File: src/hw/rtl/nirr_pkg.sv
// Shared types and constants for the NEC infrared remote decoder.
// No dependencies; imported by every module of the block.
`timescale 1ns / 1ps
`default_nettype none

package nirr_pkg;

  // Event kinds carried by the command field
  typedef enum logic [1:0] {
    CMD_TICK = 2'd0,
    CMD_RISE = 2'd1,
    CMD_FALL = 2'd2,
    CMD_SCAN = 2'd3
  } cmd_t;

  // Classes of a measured high pulse
  typedef enum logic [2:0] {
    PULSE_NONE   = 3'd0,
    PULSE_LEAD   = 3'd1,
    PULSE_ZERO   = 3'd2,
    PULSE_ONE    = 3'd3,
    PULSE_REPEAT = 3'd4
  } pulse_t;

  // Pulse windows in microseconds, both bounds exclusive
  localparam logic [15:0] LEAD_LO = 16'd4200;
  localparam logic [15:0] LEAD_HI = 16'd4700;
  localparam logic [15:0] ZERO_LO = 16'd300;
  localparam logic [15:0] ZERO_HI = 16'd800;
  localparam logic [15:0] ONE_LO  = 16'd1400;
  localparam logic [15:0] ONE_HI  = 16'd1800;
  localparam logic [15:0] RPT_LO  = 16'd2200;
  localparam logic [15:0] RPT_HI  = 16'd2600;

  // Overflow count at which the next tick drops a held leader
  localparam logic [3:0] OVF_LIMIT = 4'd14;

  // One event handed from the input stage to the frame state
  typedef struct packed {
    logic   fire;
    cmd_t   cmd;
    pulse_t pulse;
  } event_t;

endpackage

`default_nettype wire

File: src/hw/rtl/nirr_width_class.sv
// Pulse width classifier: sorts a high width into leader, bit or repeat.
// Depends on nirr_pkg for the window constants and pulse_t.
`timescale 1ns / 1ps
`default_nettype none

module nirr_width_class
  import nirr_pkg::*;
(
  input  wire logic [15:0] width,
  output pulse_t           pulse
);

  // Windows do not overlap, so at most one matches
  always_comb begin
    pulse = PULSE_NONE;
    if (width > LEAD_LO && width < LEAD_HI) begin
      pulse = PULSE_LEAD;
    end else if (width > ZERO_LO && width < ZERO_HI) begin
      pulse = PULSE_ZERO;
    end else if (width > ONE_LO && width < ONE_HI) begin
      pulse = PULSE_ONE;
    end else if (width > RPT_LO && width < RPT_HI) begin
      pulse = PULSE_REPEAT;
    end
  end

endmodule

`default_nettype wire

File: src/hw/rtl/nirr_frame_state.sv
// Frame state of the decoder: leader, timeout, shift word and repeat tally,
// plus the address and complement check of a scan. Depends on nirr_pkg.
`timescale 1ns / 1ps
`default_nettype none

module nirr_frame_state
  import nirr_pkg::*;
(
  input  wire logic       clk,
  input  wire logic       rst,
  input  wire logic [7:0] own_addr,
  input  wire event_t     ev,
  output logic      [7:0] key,
  output logic      [7:0] tally
);

  logic        lead_seen, lead_seen_next;
  logic        key_ready, key_ready_next;
  logic        high_started, high_started_next;
  logic [3:0]  overflow_count, overflow_count_next;
  logic [31:0] shift_word, shift_word_next;
  logic [7:0]  repeat_tally, repeat_tally_next;

  logic [7:0] addr, addr_n, cmd_b, cmd_n;

  assign addr   = shift_word[31:24];
  assign addr_n = shift_word[23:16];
  assign cmd_b  = shift_word[15:8];
  assign cmd_n  = shift_word[7:0];

  // Key of the held frame, zero when any check fails or no key is ready
  always_comb begin
    key = 8'd0;
    if (key_ready && addr == ~addr_n && addr == own_addr && cmd_b == ~cmd_n) begin
      key = cmd_b;
    end
  end

  // Apply one event to the state
  always_comb begin
    lead_seen_next      = lead_seen;
    key_ready_next      = key_ready;
    high_started_next   = high_started;
    overflow_count_next = overflow_count;
    shift_word_next     = shift_word;
    repeat_tally_next   = repeat_tally;
    if (ev.fire) begin
      case (ev.cmd)
        CMD_TICK: begin
          if (lead_seen) begin
            high_started_next = 1'b0;
            if (overflow_count == 4'd0) begin
              key_ready_next = 1'b1;
            end
            if (overflow_count < OVF_LIMIT) begin
              overflow_count_next = overflow_count + 4'd1;
            end else begin
              lead_seen_next      = 1'b0;
              overflow_count_next = 4'd0;
            end
          end
        end
        CMD_RISE: begin
          high_started_next = 1'b1;
        end
        CMD_FALL: begin
          if (high_started) begin
            if (lead_seen) begin
              case (ev.pulse)
                PULSE_ZERO: shift_word_next = {shift_word[30:0], 1'b0};
                PULSE_ONE:  shift_word_next = {shift_word[30:0], 1'b1};
                PULSE_REPEAT: begin
                  repeat_tally_next   = repeat_tally + 8'd1;
                  overflow_count_next = 4'd0;
                end
                default: ;
              endcase
            end else if (ev.pulse == PULSE_LEAD) begin
              lead_seen_next    = 1'b1;
              repeat_tally_next = 8'd0;
            end
          end
          high_started_next = 1'b0;
        end
        CMD_SCAN: begin
          // Drop the key once read out unless a leader still holds it
          if (key_ready && (key == 8'd0 || !lead_seen)) begin
            key_ready_next    = 1'b0;
            repeat_tally_next = 8'd0;
          end
        end
        default: ;
      endcase
    end
  end

  // Tally as it stands after this event
  assign tally = repeat_tally_next;

  // Hold the state
  always_ff @(posedge clk) begin
    if (rst) begin
      lead_seen      <= 1'b0;
      key_ready      <= 1'b0;
      high_started   <= 1'b0;
      overflow_count <= 4'd0;
      shift_word     <= 32'd0;
      repeat_tally   <= 8'd0;
    end else begin
      lead_seen      <= lead_seen_next;
      key_ready      <= key_ready_next;
      high_started   <= high_started_next;
      overflow_count <= overflow_count_next;
      shift_word     <= shift_word_next;
      repeat_tally   <= repeat_tally_next;
    end
  end

endmodule

`default_nettype wire

File: src/hw/rtl/nec_ir_remote_decoder_core.sv
// NEC infrared remote decoder, top level: input register, result register
// and handshakes. Depends on nirr_pkg, nirr_width_class, nirr_frame_state.
//
// Usage:
//   Input channel (in_valid / in_stall, fields command, high_width_us)
//   carries one event per request: overflow tick, rising edge, falling
//   edge with the measured high width, or scan request. Only a scan
//   request yields a result on the output channel (out_valid / out_stall,
//   fields key_code, repeat_tally_out); the other events only update state.
//   The user loads the expected remote address through cfg_we / cfg_wdata
//   only while the block is idle; the block itself does not enforce it.
// Path: a request is held in the input register; when a scan advances,
//   its result is loaded into the result register and out_valid rises.
// Throughput: one request per cycle while in_stall is low; one level of
//   compare and shift logic between the two registers updates frame state.
// Reset: rst (synchronous) clears both stages, the frame state and the
//   expected remote address.
// Stall: while a result waits under out_stall, a scan request in the input
//   register waits and in_stall rises; other events keep flowing, and a
//   result taken in the same cycle frees its slot at once.
`timescale 1ns / 1ps
`default_nettype none

module nec_ir_remote_decoder_core
  import nirr_pkg::*;
(
  input  wire logic        clk,
  input  wire logic        rst,
  // configuration
  input  wire logic        cfg_we,
  input  wire logic [7:0]  cfg_wdata,
  // input channel
  input  wire logic        in_valid,
  output logic             in_stall,
  input  wire logic [1:0]  command,
  input  wire logic [15:0] high_width_us,
  // output channel
  output logic             out_valid,
  input  wire logic        out_stall,
  output logic      [7:0]  key_code,
  output logic      [7:0]  repeat_tally_out
);

  logic        stage_valid;
  cmd_t        stage_cmd;
  logic [15:0] stage_width;
  logic [7:0]  own_addr;
  logic        advance;
  logic        out_free;
  pulse_t      pulse;
  event_t      ev;
  logic [7:0]  key;
  logic [7:0]  tally;

  // Configuration register
  always_ff @(posedge clk) begin
    if (rst) begin
      own_addr <= 8'd0;
    end else if (cfg_we) begin
      own_addr <= cfg_wdata;
    end
  end

  // A scan needs the result slot; other events always advance
  assign out_free = !out_valid || !out_stall;
  assign advance  = stage_valid && (stage_cmd != CMD_SCAN || out_free);
  assign in_stall = stage_valid && !advance;

  // Input register
  always_ff @(posedge clk) begin
    if (rst) begin
      stage_valid <= 1'b0;
    end else if (!in_stall) begin
      stage_valid <= in_valid;
    end
  end

  always_ff @(posedge clk) begin
    if (!in_stall && in_valid) begin
      stage_cmd   <= cmd_t'(command);
      stage_width <= high_width_us;
    end
  end

  nirr_width_class u_class (
    .width (stage_width),
    .pulse (pulse)
  );

  assign ev = '{fire: advance, cmd: stage_cmd, pulse: pulse};

  nirr_frame_state u_state (
    .clk      (clk),
    .rst      (rst),
    .own_addr (own_addr),
    .ev       (ev),
    .key      (key),
    .tally    (tally)
  );

  // Result register: load on a scan, drop once taken
  always_ff @(posedge clk) begin
    if (rst) begin
      out_valid <= 1'b0;
    end else if (advance && stage_cmd == CMD_SCAN) begin
      out_valid <= 1'b1;
    end else if (!out_stall) begin
      out_valid <= 1'b0;
    end
  end

  always_ff @(posedge clk) begin
    if (advance && stage_cmd == CMD_SCAN) begin
      key_code         <= key;
      repeat_tally_out <= tally;
    end
  end

endmodule

`default_nettype wire
File: config.mk
export PLATFORM = sky130hd
export DESIGN_NAME = nec_ir_remote_decoder_core
export DESIGN_NICKNAME = d
export VERILOG_FILES = /design/src/hw/rtl/nirr_pkg.sv /design/src/hw/rtl/nirr_width_class.sv /design/src/hw/rtl/nirr_frame_state.sv /design/src/hw/rtl/nec_ir_remote_decoder_core.sv
export SDC_FILE = /design/constraint.sdc
export NUM_CORES = 1
export LEC_CHECK = 0
export ABC_CLOCK_PERIOD_IN_PS = 4700
export BUFFER_PORTS_ARGS = -buffer_cell sky130_fd_sc_hd__clkbuf_2
export CORE_MARGIN = 10
export CORE_UTILIZATION = 45
export CTS_BUF_LIST = sky130_fd_sc_hd__clkbuf_16
export DETAILED_ROUTE_END_ITERATION = 8
export HOLD_SLACK_MARGIN = 0.03
export PLACE_DENSITY = 0.72
export RECOVER_POWER = 50
export REMOVE_ABC_BUFFERS = 1
export SLEW_MARGIN = 15
export SYNTH_ARGS = -nofsm -noshare
export SYNTH_HDL_FRONTEND = slang
export SYNTH_SLANG_ARGS = --single-unit
export TNS_END_PERCENT = 5
File: constraint.sdc
create_clock -name clk -period 4.7 [get_ports clk]
set_clock_uncertainty 0.15 [all_clocks]
set_input_delay 0.47 -clock clk [delete_from_list [all_inputs] [get_ports clk]]
set_output_delay 0.47 -clock clk [all_outputs]
set_load 0.02 [all_outputs]
==> flow_summary_export.csv <==
group,metric,value,unit
yosys,yosysWarnings,0,
routing,drt-pass1-iter-count,6,
grt,global_route_wire_length_before_repair,14170,um
sta,whs,0.1526,ns
yosys,synth_flop_cell,"dfxtp_1",
routing,avgViaCountPerCell,5.405,
sta,relative_max_transition_margin,-0.5532,
die,floorplan.die.width,117.5,um
yosys,synth_top_area_share,0.2666,
clock_tree,cts-root-buf,"clkbuf_16",
worst_hold_path,min_path_type,"primary input to register",
power,power.density_cell_area,318.6,nW/um^2
yosys,avg_inst_size_synth,10.89,um^2
die,initial_core_util,0.4632,
critical_path,critical_path_class,"register to register",
clock_tree,cts_tree,"built",
placement,placement.io_buffers,48,
yosys,yosys-top-cells-area,"dfxtp_1 (27%), edfxtp_1 (24%), mux2i_1 (9.1%)",
sta,max_clock_freq,326.3,MHz
routing,vias,3097,
die,dieArea,13810,um^2
sta,final_period_minus_worst_setup_slack,3.064,ns
grt,antenna_found_initial,0,
yosys,dominant_combinational_cell_family_by_area_after_synthesis,"simple AND/OR/NAND/NOR gates",
clock_tree,clock_edge_transition_at_the_registers_on_the_reported_setup_and_hold_paths,0.06,ns
yosys,synth_cells,393,
grt,pin_count_of_the_biggest_net_entering_global_routing,61,
critical_path,crit_path_cell_trace,"or3_1, and3_1, or4b_4, a21oi_2, o21a_2, mux2i_1",
critical_path,critical_path.max_stage_delay,0.78,ns
sta,layout_worst_path_cycle_share,0.6520,
critical_path,cp-end-kind,"register",
final_layout,final_layout_size_suffix_gt1_frac,0.1486,
die,die_height,117.5,um
critical_path,slowest_stage,"o21a_2",
final_layout,insertedDiodeCount,0,
yosys,ys_types,56,
power,cellLeakagePower,0.001762,uW
yosys,post_synth_fa_ha_maj_area_fraction,0.008769,
critical_path,cp.arrival,3.18,ns
final_layout,final_nets,473,
critical_path,path_max_fanout,31,
critical_path,setup.worst_path.start_class,"register",
placement,dp_hpwl,6020,um
clock_tree,worstSkewPairLatency,0.34,ns
sta,grt_setup_unrepaired,"false",
clock_tree,post_cts_resized,0,
yosys,ys_async_sr_fraction,0,
clock_tree,cts_hold_buffers,0,
clock_tree,clock_path_buffers,2,
clock_tree,numCtsBuffers,9,
routing,drt.antenna.violating_nets,0,
power,vdd_ir_drop_max,0.1844,mV
sta,slew_violations,61,
yosys,yosys.area.top_type,"dfxtp_1",
sta,report.final.hold_viol_count,0,
sta,final.setup.tns,0,ns
status,status,"finished with violations",
clock_tree,clock_sinks,91,
flow_run,drv.max_cap_violation_count,1,
routing,route.final.wire_length,8420,um
yosys,synth_seq_cells,91,
worst_hold_path,min_delay_path_depth,1,
critical_path,worstPathRequired,4.81,ns
status,failing_checks,"max-capacitance violations, max-slew violations",
clock_tree,htree_num_levels,3,
yosys,share_of_synthesized_area_occupied_by_flip_flops_and_latches,0.5051,
routing,drt-wirelength-per-cell,14.69,um
yosys,yosys.area_share.simple,0.2312,
critical_path,rr_worst_depth,6,
routing,drt_iter0_markers,179,
clock_tree,cts_setup_buffers,0,
grt,grt.total_usage,0.1228,
sta,timing.final.setup_violations,0,
final_layout,areaGrowthSynthToFinish,12.22,%
placement,place_congestion,0.8408,
routing,post-route-drc-count,0,
die,fp-row-count,35,
sta,timing_worst_slew_pin_value,2.330,ns
yosys,share_of_the_synthesized_area_in_compound_gates_ao_oa_aoi_oai,0.1006,
yosys,synth_mux_area_frac,0.09120,
yosys,synth_xor_xnor_area_share,0.02865,
yosys,netlist_area,4280,um^2
yosys,synth_edf_count,34,
grt,via_count_of_the_first_global_routing_pass,2960,
grt,total_global_routing_overflow,0,
die,coreArea,9240,um^2
die,ioPinCount,49,
## final timing paths
path                            slack (ns)             start                endpoint
worst max-delay path                  1.64    stage_width[6]  u_state.shift_word[22]
worst min-delay path                  0.15  high_width_us[5]          stage_width[5]
worst max register to register        1.64    stage_width[6]  u_state.shift_word[22]
worst min register to register        0.37         out_valid               out_valid
## flip-flops by register name (all words and copies together), names as in the netlist, 2 cells and up
register,count
key_code,8
own_addr,8
repeat_tally_out,8
stage_cmd,2
u_state.overflow_count,4
u_state.repeat_tally,8
u_state.shift_word,32
stage_width,16
## layout make-up
type / instances / area, um^2
clock inverters: 7 / 28.78
well taps: 129 / 161.4
fillers: 822 / 4437
inverters: 6 / 22.52
flip-flops and latches: 91 / 2162
clock buffers: 9 / 225.2
repair buffers: 51 / 232.7
multi-input cells: 280 / 1971
## cells in the final DEF, fill, tap and decap left out, types with 3 or more instances in the layout
cell | netlist | layout
a211oi_1 | 8 | 8
a21oi_1 | 11 | 11
a311oi_1 | 3 | 3
a31oi_1 | 8 | 8
and2_1 | 4 | 4
and3_1 | 10 | 10
and3b_1 | 3 | 3
clkbuf_1 | 10 | 20
clkbuf_16 | 0 | 9
clkbuf_2 | 0 | 30
clkinv_1 | 0 | 3
dfxtp_1 | 57 | 57
edfxtp_1 | 34 | 34
ha_1 | 3 | 3
inv_1 | 6 | 8
mux2i_1 | 39 | 39
nand2_1 | 16 | 16
nand2b_1 | 4 | 4
nand3_1 | 18 | 18
nand4_1 | 8 | 8
nor2_1 | 26 | 26
nor2b_1 | 7 | 7
nor3_1 | 8 | 8
nor3b_1 | 7 | 7
nor4_1 | 6 | 6
o211ai_1 | 3 | 3
o21ai_0 | 10 | 10
o31ai_1 | 3 | 3
or2b_1 | 14 | 14
or2b_2 | 17 | 17
or4_1 | 3 | 3
xnor2_1 | 4 | 4
xor2_1 | 10 | 10
## stage by stage
stage | utilization | setup WS [ns] | area, um^2 | power [uW] | cells
6_report | 0.5198 | 1.636 | 4803 | 1531 | 573
5_1_grt | 0.5198 | 1.474 | 4803 | 1583 | 573
4_1_cts | 0.5231 | 1.640 | 4833 | 1541 | 573
3_5_place_dp | 0.4956 | 1.684 | 4579 | 919.8 | 557
3_3_place_gp | 0.4956 | 1.750 | 4579 | 917.4 | 557
2_1_floorplan | - | 1.967 | 4155 | 887.7 | 377
## report_power, final
group          internal [uW]  total, uW  switching [uW]
clock                    347        628             281
sequential               833        849            16.0
combinational           22.8       53.6            30.8
total                   1200       1530             328
## critical path: cells and delay by family (launching register included)
family	cells	cell delay, ns
simple gates	3	1.11
compound gates	2	0.91
flops	1	0.52
mux	1	0.27
## cells by family after synthesis
| family | Yosys count |
|---|---|
| and+or+nand+nor | 161 |
| DFF | 91 |
| AOI/OAI and AO/OA | 63 |
| muxes | 39 |
| buffers and inverters | 22 |
| xor gates and xnor gates | 14 |
| adders and majority gates | 3 |
## synthesized netlist by cell type (3+ instances only)
cell,number
xnor2_1,4
nand2_1,16
nand4_1,8
nand3_1,18
or2b_2,17
a31oi_1,8
nor3b_1,7
o21ai_0,10
o31ai_1,3
and2_1,4
o211ai_1,3
a211oi_1,8
nor2_1,26
clkbuf_1,10
nor2b_1,7
xor2_1,10
or4_1,3
dfxtp_1,57
and3b_1,3
buf_12,3
nor4_1,6
a21oi_1,11
nor3_1,8
mux2i_1,39
or2b_1,14
a311oi_1,3
ha_1,3
inv_1,6
and3_1,10
edfxtp_1,34
nand2b_1,4
## metal layers
layer,routed length (um),GRT usage,vias up
met4,203,0.06955,0
met3,391,0.02734,15
li1,-,-,1564
met5,0,0,-
met2,3850,0.1857,91
met1,3975,0.1581,1427
(Power assumes the default switching activity.)
